--- config.mk ---
export PLATFORM = sky130hd
export DESIGN_NAME = double_ended_vector_core
export DESIGN_NICKNAME = d
export VERILOG_FILES = /design/src/rtl/dev_pkg.sv /design/src/rtl/double_ended_vector_core.sv /design/src/rtl/dev_cell.sv
export SDC_FILE = /design/constraint.sdc
export NUM_CORES = 1
export LEC_CHECK = 0
export BUFFER_PORTS_ARGS = -buffer_cell sky130_fd_sc_hd__buf_4
export CAP_MARGIN = 40
export CELL_PAD_IN_SITES_DETAIL_PLACEMENT = 0
export CELL_PAD_IN_SITES_GLOBAL_PLACEMENT = 1
export CORE_MARGIN = 1
export CORE_UTILIZATION = 57
export DETAILED_ROUTE_END_ITERATION = 8
export PLACE_DENSITY_LB_ADDON = 0.12
export SYNTH_ARGS = -nofsm -noshare
export SYNTH_HDL_FRONTEND = slang
export SYNTH_SLANG_ARGS = --single-unit
--- constraint.sdc ---
create_clock -name clk -period 6.9 [get_ports clk]
set_input_delay 0.69 -clock clk [delete_from_list [all_inputs] [get_ports clk]]
set_output_delay 0.69 -clock clk [all_outputs]
set_load 0.01 [all_outputs]
--- src/rtl/dev_pkg.sv ---
package dev_pkg;

  localparam int WORD_W = 32;

  typedef enum logic [2:0] {
    MODE_PUSH_BACK  = 3'd0,
    MODE_PUSH_FRONT = 3'd1,
    MODE_POP_BACK   = 3'd2,
    MODE_POP_FRONT  = 3'd3,
    MODE_READ       = 3'd4,
    MODE_WRITE      = 3'd5,
    MODE_INSERT     = 3'd6,
    MODE_REMOVE     = 3'd7
  } mode_t;

  typedef enum logic [1:0] {
    ST_OK    = 2'd0,
    ST_EMPTY = 2'd1,
    ST_FULL  = 2'd2,
    ST_RANGE = 2'd3
  } status_t;

  // per-cell update select
  typedef enum logic [1:0] {
    CELL_HOLD      = 2'd0,
    CELL_LOAD      = 2'd1,
    CELL_FROM_PREV = 2'd2,
    CELL_FROM_NEXT = 2'd3
  } cell_op_t;

endpackage

--- src/rtl/double_ended_vector_core.sv ---
// Results are registered: a result appears in the cycle after its request transfer.
// Throughput: 1 request per cycle unless out_ready stalls; each request moves
//   the row at most one place, so insert and remove too are one row update.
// Reset: rst_n (synchronous, active low) clears the element count and the
//   result valid; element cells are not cleared and are only read once written.
module double_ended_vector_core #(
  parameter int DEPTH = 16
) (
  input  logic                               clk,
  input  logic                               rst_n,
  input  logic                               in_valid,
  output logic                               in_ready,
  input  logic [2:0]                         in_mode,
  input  logic signed [dev_pkg::WORD_W-1:0]  in_value,
  input  logic [4:0]                         in_position,
  output logic                               out_valid,
  input  logic                               out_ready,
  output logic signed [dev_pkg::WORD_W-1:0]  out_read_data,
  output logic [1:0]                         out_status,
  output logic [4:0]                         out_fill_count
);
  import dev_pkg::*;

  // count needs to hold DEPTH itself; EW is a common compare width for the
  // count and the 5-bit position port.
  localparam int CW = $clog2(DEPTH + 1);
  localparam int IW = $clog2(DEPTH);
  localparam int EW = (CW > 5) ? CW : 5;

  logic [CW-1:0] count_r;
  logic [CW-1:0] count_nxt;

  logic                    out_valid_r;
  logic signed [WORD_W-1:0] rd_data_r;
  status_t                 status_r;
  logic [4:0]              fill_r;

  logic                    accept;
  mode_t                   mode;
  logic [EW-1:0]           pos_ext;
  logic [EW-1:0]           cnt_ext;
  logic                    full;
  logic                    empty;
  logic                    pos_ok;
  status_t                 status;
  logic                    do_update;
  logic                    do_read;
  logic [IW-1:0]           rd_sel;
  logic signed [WORD_W-1:0] rd_data;
  logic [EW-1:0]           fill_ext;

  logic signed [WORD_W-1:0] cell_q [DEPTH];

  // Output register splits the two sides: a new request is taken while the
  // held result is being handed off.
  assign in_ready = !out_valid_r || out_ready;
  assign accept   = in_valid && in_ready;

  assign mode    = mode_t'(in_mode);
  assign pos_ext = EW'(in_position);
  assign cnt_ext = EW'(count_r);
  assign full    = (cnt_ext >= EW'(DEPTH));
  assign empty   = (count_r == '0);
  assign pos_ok  = (pos_ext < cnt_ext);

  // Status, new count and which element (if any) is returned.
  always_comb begin
    status    = ST_OK;
    count_nxt = count_r;
    do_read   = 1'b0;
    rd_sel    = IW'(pos_ext);
    case (mode)
      MODE_PUSH_BACK, MODE_PUSH_FRONT: begin
        if (full) status = ST_FULL;
        else      count_nxt = CW'(count_r + 1'b1);
      end
      MODE_POP_BACK: begin
        rd_sel = IW'(cnt_ext - 1'b1);
        if (empty) status = ST_EMPTY;
        else begin
          count_nxt = CW'(count_r - 1'b1);
          do_read   = 1'b1;
        end
      end
      MODE_POP_FRONT: begin
        rd_sel = '0;
        if (empty) status = ST_EMPTY;
        else begin
          count_nxt = CW'(count_r - 1'b1);
          do_read   = 1'b1;
        end
      end
      MODE_READ: begin
        if (pos_ok) do_read = 1'b1;
        else        status  = ST_RANGE;
      end
      MODE_WRITE: begin
        if (!pos_ok) status = ST_RANGE;
      end
      MODE_INSERT: begin
        // full check wins over the index check; pos == count appends
        if (full)                   status = ST_FULL;
        else if (pos_ext > cnt_ext) status = ST_RANGE;
        else                        count_nxt = CW'(count_r + 1'b1);
      end
      MODE_REMOVE: begin
        if (pos_ok) begin
          count_nxt = CW'(count_r - 1'b1);
          do_read   = 1'b1;
        end else begin
          status = ST_RANGE;
        end
      end
      default: status = ST_OK;
    endcase
  end

  assign do_update = accept && (status == ST_OK);

  // rd_sel is only in range when do_read is set
  assign rd_data  = do_read ? cell_q[rd_sel] : '0;
  assign fill_ext = EW'(count_nxt);

  // Cell row: slot 0 is the front. Each cell loads the request word, takes
  // its front-side neighbor (gap opens), its back-side neighbor (gap closes) or holds.
  for (genvar i = 0; i < DEPTH; i++) begin : g_cell
    localparam logic [EW-1:0] IDX = EW'(i);
    cell_op_t                 op;
    logic signed [WORD_W-1:0] prev_d;
    logic signed [WORD_W-1:0] next_d;

    if (i == 0) begin : g_first
      assign prev_d = cell_q[i];
    end else begin : g_prev
      assign prev_d = cell_q[i-1];
    end

    if (i == DEPTH - 1) begin : g_last
      assign next_d = cell_q[i];
    end else begin : g_next
      assign next_d = cell_q[i+1];
    end

    always_comb begin
      op = CELL_HOLD;
      if (do_update) begin
        case (mode)
          MODE_PUSH_BACK: begin
            if (IDX == cnt_ext) op = CELL_LOAD;
          end
          MODE_PUSH_FRONT: begin
            if (IDX == '0) op = CELL_LOAD;
            else           op = CELL_FROM_PREV;
          end
          MODE_POP_FRONT: op = CELL_FROM_NEXT;
          MODE_WRITE: begin
            if (IDX == pos_ext) op = CELL_LOAD;
          end
          MODE_INSERT: begin
            if (IDX == pos_ext)     op = CELL_LOAD;
            else if (IDX > pos_ext) op = CELL_FROM_PREV;
          end
          MODE_REMOVE: begin
            if (IDX >= pos_ext) op = CELL_FROM_NEXT;
          end
          default: op = CELL_HOLD;
        endcase
      end
    end

    dev_cell u_cell (
      .clk       (clk),
      .op        (op),
      .load_data (in_value),
      .prev_data (prev_d),
      .next_data (next_d),
      .data_q    (cell_q[i])
    );
  end

  always_ff @(posedge clk) begin
    if (!rst_n) begin
      count_r     <= '0;
      out_valid_r <= 1'b0;
    end else begin
      if (do_update) count_r <= count_nxt;
      if (accept)         out_valid_r <= 1'b1;
      else if (out_ready) out_valid_r <= 1'b0;
    end
  end

  // result payload, no reset
  always_ff @(posedge clk) begin
    if (accept) begin
      rd_data_r <= rd_data;
      status_r  <= status;
      fill_r    <= fill_ext[4:0];
    end
  end

  assign out_valid      = out_valid_r;
  assign out_read_data  = rd_data_r;
  assign out_status     = status_r;
  assign out_fill_count = fill_r;

endmodule

--- src/rtl/dev_cell.sv ---
module dev_cell (
  input  logic                                clk,
  input  dev_pkg::cell_op_t                   op,
  input  logic signed [dev_pkg::WORD_W-1:0]   load_data,
  input  logic signed [dev_pkg::WORD_W-1:0]   prev_data,
  input  logic signed [dev_pkg::WORD_W-1:0]   next_data,
  output logic signed [dev_pkg::WORD_W-1:0]   data_q
);
  import dev_pkg::*;

  logic signed [WORD_W-1:0] data_r;
  logic signed [WORD_W-1:0] data_nxt;

  always_comb begin
    case (op)
      CELL_LOAD:      data_nxt = load_data;
      CELL_FROM_PREV: data_nxt = prev_data;
      CELL_FROM_NEXT: data_nxt = next_data;
      default:        data_nxt = data_r;
    endcase
  end

  always_ff @(posedge clk) begin
    data_r <= data_nxt;
  end

  assign data_q = data_r;

endmodule
### Word-level counts from Yosys, hierarchy flattened

Cells that the tools add are included.

* add/sub/neg operators: 2
* $mul: 0
* divide/modulo/power cells: 0
* magnitude comparators: 36
* eq/ne operators: 83
* shift operators: 0
* muxes and demuxes: 148
* bitwise gates (word level): 1
* reduce and logical (&&, ||, !) cells: 29

Operator list (number)
* case mux 32 bit (3 select lines): 14
* case mux 2 bit (6 select lines): 16
* two-way mux 2 bit: 68
* binary-select mux 32 bit (select 4 bit): 1
* case mux 32 bit (2 select lines): 2
* == test 4 x 5 -> 1 bit (first input constant): 16
* two-way mux 32 bit: 2
* == test 2 bit (second input constant): 30
* nonzero test 3 bit: 14
* == test 3 x 5 -> 1 bit (first input constant): 8
* >= comparator 4 x 5 -> 1 bit (first input constant): 8
* greater-than comparator 4 x 5 -> 1 bit (first input constant): 8
* two-way mux 1 bit: 36
* == test 2 x 1 -> 1 bit (second input constant): 16
* two-way mux 5 bit: 5
* == test 2 x 5 -> 1 bit (first input constant): 4
* >= comparator 3 x 5 -> 1 bit (first input constant): 4
* greater-than comparator 3 x 5 -> 1 bit (first input constant): 4
* case mux 5 bit (4 select lines): 1
* == test 3 bit (second input constant): 4
* == test 1 x 5 -> 1 bit (first input constant): 2
* >= comparator 1 x 5 -> 1 bit (first input constant): 2
* >= comparator 2 x 5 -> 1 bit (first input constant): 2
* >= comparator 5 bit (second input constant): 2
* other kinds (21): 30

* register bits: 557
* latch bits: 0
* bits in writable memories: 0
* bits in read-only memories: 0
* memories: 0

### Depth between registers and ports, before layout

* depth in word-level cells: 9
* gate-level depth with buffers: 15
* gate-level depth less buffers: 10

### Cells and area by module

A second synthesis with hierarchy kept.

* cells, all modules: 3587
* area, all modules: 34886.0 sq um

By module, submodules not included
* dev_cell: times used 16, cells an instance 140, area an instance 1672.9 sq um
* double_ended_vector_core: times used 1, cells an instance 1347, area an instance 8120.3 sq um

### Worst setup path after synthesis

OpenSTA, ideal clock, no wires.

* path kind: input port to flip-flop
* start: in out_ready
* end: reg g_cell[7].u_cell.data_r[0], enable pin
* setup time: 0.432 ns
* data arrival time: 4.539 ns
* required time: 6.468 ns
* setup slack: 1.929 ns
* cell stages on the path: 7
* path through: nand2b_1 and2_1 nand2_1 nor4_2 o21ai_1 clkbuf_1 a21oi_1

* cells in the longest elaborated chain, start to end: 6

RTL lines
* start, declared: RTL line double_ended_vector_core.sv:17 `input logic out_ready,`
* logical OR 1 bit *: RTL line double_ended_vector_core.sv:56 `assign in_ready = !out_valid_r || out_ready;`
* logical AND 1 bit *: RTL line double_ended_vector_core.sv:57 `assign accept = in_valid && in_ready;`
* net accept: RTL line double_ended_vector_core.sv:38 `logic accept;`
* logical AND 1 bit *: RTL line double_ended_vector_core.sv:118 `assign do_update = accept && (status == ST_OK);`
* two-way mux 2 bit *: RTL line double_ended_vector_core.sv:146 `if (do_update) begin`
* == test 2 x 1 -> 1 bit or == test 2 bit (tied branches): RTL line dev_cell.sv:15 `case (op)`
* nonzero test 3 bit (no source line) *
* end signal, assigned: RTL line dev_cell.sv:24 `data_r <= data_nxt;`
* end, declared: RTL line dev_cell.sv:11 `logic signed [WORD_W-1:0] data_r;`

The timed path passes the listed nets; every way through them passes the cells marked *.
A chain may end at the register's enable or synchronous reset.

### Worst setup path after layout

* start: reg count_r[4], in the netlist cnt_ext[4]
* end: reg g_cell[15].u_cell.data_r[7], data pin

* cells in the longest elaborated chain, start to end: 9

RTL lines
* start, declared: RTL line double_ended_vector_core.sv:30 `logic [CW-1:0] count_r;`
* start signal, assigned: RTL line double_ended_vector_core.sv:186 `if (do_update) count_r <= count_nxt;`
* greater-than comparator 5 bit: RTL line double_ended_vector_core.sv:103 `else if (pos_ext > cnt_ext) status = ST_RANGE;`
* two-way mux 2 bit: RTL line double_ended_vector_core.sv:103
* two-way mux 2 bit: RTL line double_ended_vector_core.sv:102 `if (full) status = ST_FULL;`
* case mux 2 bit (4 select lines): RTL line double_ended_vector_core.sv:72 `case (mode)`
* zero test 2 bit: RTL line double_ended_vector_core.sv:118
* logical AND 1 bit: RTL line double_ended_vector_core.sv:118
* two-way mux 2 bit *: RTL line double_ended_vector_core.sv:146
* == test 2 bit or == test 2 x 1 -> 1 bit (tied branches): RTL line dev_cell.sv:15
* case mux 32 bit (2 select lines) *: RTL line dev_cell.sv:15
* net g_cell[15].u_cell.data_nxt[7]: RTL line dev_cell.sv:12 `logic signed [WORD_W-1:0] data_nxt;`
* end signal, assigned: RTL line dev_cell.sv:24
* end, declared: RTL line dev_cell.sv:11

Marks and branches as above.

==> key figures <==
Place
  • Hpwl dp: 65.9 mm
  • Port Buf Inserts: 84
  • GP Congestion: 0.888
  • Inst Count DP: 3426

Critical path
  • Crit path DAT: 5.31 ns
  • Critical setup path kind: reg -> reg
  • CP max FO: 24
  • CP Capture Type: flip-flop
  • Critical Path RT: 7.29 ns
  • CP Launch Type: flip-flop

Synthesis
  • Yosys cell types: 78
  • Post-synth EDFFs: 551
  • Yosys reg bits: 557
  • Mapped cell area: 0.0345 mm²
  • Synthesis Warnings: 0
  • Cell count after synthesis: 2738
  • Synth Net Count: 2794
  • Ys async rst share: 0%
  • Synthesized area per cell: 12.6 µm²
  • Sequential cell area fraction in the yosys report: 48.4%
  • Ys flop type: edfxtp_1

Clocking
  • Max Root-Sink Buffers: 3
  • Cts hold-fix bufs: 0
  • Worst-path clk slew: 0.06 ns
  • Post-CTS resize count: 0
  • Root Buffer: clkbuf_16
  • Clock latency on the worst-skew pair: 0.66 ns
  • Num Clock Sinks: 557
  • CTS tree: done
  • CTS H-Tree Depth: 2
  • Post CTS Setup Buffer Count: 0
  • CTS buffer count: 60

Timing
  • Post-layout min period: 4.92 ns
  • Crit share post-route: 71.2%
  • Setup TNS: 0 ns
  • Relative slew margins: 33.9%
  • Worst-margin pin slew: 0.991 ns
  • Max-slew violations: 0
  • Endpoints failing setup: 0
  • Final Hold Viols: 0
  • Fin Hold WS: 0.319 ns
  • Post-Route Skew: 0.0248 ns
  • Fmax: 0.203 GHz
  • RSZ-0062 raised after global routing: false

Global routing
  • First-pass GRT wire length: 166 mm
  • Gr ovfl total: 0
  • GRT Total Usage: 37.0%
  • Vias in the first global route: 24500
  • Pin count of the biggest net entering global routing: 97
  • Antenna violations before repair: 4

Detailed routing
  • DRC Markers: 0
  • Vias per cell: 6.99
  • Drt total wl: 113 mm
  • DR pass1 iterations: 5
  • Via count: 24700
  • ANT nets after route: 0
  • DR WL/cell: 31.9 µm
  • Iter 0 DRT Violations: 2826

Pwr
  • Power Total: 8530 µW
  • Internal Pwr Total: 6150 µW
  • Combinational power share: 17.6%
  • Flop pwr share: 47.2%
  • Net Sw Frac: 27.9%
  • Clock share of power: 35.1%
  • Peak VDD IR: 195 µV
  • Lkg Pwr: 0.0134 µW
  • PD cells: 226 mW/mm²
  • Sw power: 2380 µW

Cells and area
  • Filler Cell Count: 4522
  • Final Core Density: 63.6%
  • Share of cells above drive strength 1: 29.2%
  • Final net count: 2771
  • Commonest non-fill, non-tap cell in the layout: edfxtp_1
  • Commonest non-fill, non-tap cells in the layout: 551 x edfxtp_1, 431 x mux2_2, 277 x nand2_1
  • Post-Layout Cell Count: 3534
  • Area Growth Syn to Fin: 9.49%

Run
  • Max_cap viols: 0

Min path
  • Worst min path class: in -> reg

Floorplan
  • Rows: 89
  • Initial Util: 58.0%
  • Die width: 248 µm
  • Die Footprint: 0.0614 mm²
  • Die Y: 248 µm
  • Core ar.: 0.0594 mm²
  • # IOs: 85

Outcome
  • Status: complete, no violations
## cell type report
cell class | count | area (µm²) | share of cell area, %
antenna | 1 | 2.50 | 0.00663
clock buffer | 84 | 1590 | 4.22
clock inverter | 23 | 149 | 0.395
inverter | 13 | 48.8 | 0.129
multi-input combinational | 1918 | 16800 | 44.6
sequential | 557 | 16700 | 44.2
tap | 773 | 967 | 2.56
timing repair buffer | 165 | 1480 | 3.92
## power groups by stage
stage	registers, µW	logic, µW	clock network [µW]
global placement	4090	1410	0
floorplan	4070	969	0
CTS	4030	1470	3030
detailed placement	4100	1470	0
finish	4030	1510	3000
global route	4040	1580	3150
## path summary, 6_finish.rpt
| kind | startpoint | endpoint | slack (ns) | depth (start not counted) |
|---|---|---|---|---|
| worst max-delay path | cnt_ext[4] | g_cell[15].u_cell.data_q[7] | 1.98 | 10 |
| worst min-delay path | in_valid | out_valid | 0.32 | 3 |
| worst max register to register | cnt_ext[4] | g_cell[15].u_cell.data_q[7] | 1.98 | 10 |
| worst min register to register | out_valid | out_valid | 0.55 | 2 |
## per-stage QoR
step | area [µm²] | setup slack [ns]
detailed placement | 36000 | 2.05
global route | 37700 | 1.78
global placement | 35700 | 2.11
finish | 37700 | 1.98
CTS | 37700 | 2.07
floorplan | 34500 | 1.93
## state kept, by name, summed over array words and instances (netlist names)
name and count:
out_fill_count 5, cnt_ext 5, g_cell.u_cell.data_q 512, out_status 2, out_valid 1, out_read_data 32
## cells in the mapped netlist (40+ instances only)
library cell  instances  area [µm²]
o21ai_0             174         871
nand3_1              45         225
a21oi_1              88         440
o21ai_1              40         200
clkbuf_1            139         522
edfxtp_1            551       16500
mux2_2              432        4860
buf_2                56         280
mux2i_1             128        1280
a31oi_1              81         507
nand2_1             279        1050
mux4_2               64        1440
mux2_1              264        2970
## per-layer routing
layer  up-vias  wire length [µm]  track usage, %
met2      1409             52000            58.4
li1      10500                 -               -
met5         -                20               0
met1     12500             45000            50.8
met3       294             11000            6.80
met4         4              4580            13.8
## critical path: stages (launching register included)
cell,delay (ns)
dfxtp_1,0.67
inv_2,0.23
ha_1,0.39
nand2_1,0.16
a211o_1,0.36
a31oi_1,0.27
or4_4,0.87
a211oi_1,0.31
ha_2,0.57
buf_4,0.40
mux2_2,0.38
## cells by family after synthesis
kind of cell,after synthesis,synth area share [%]
adders and majority gates,12,0.436
xor gates and xnor gates,4,0.102
DFF,557,48.4
and+or+nand+nor,463,6.30
muxes,898,31.1
buffers and inverters,263,3.97
AOI/OAI and AO/OA,541,9.74
No activity file was read; power rests on OpenSTA's default activity.
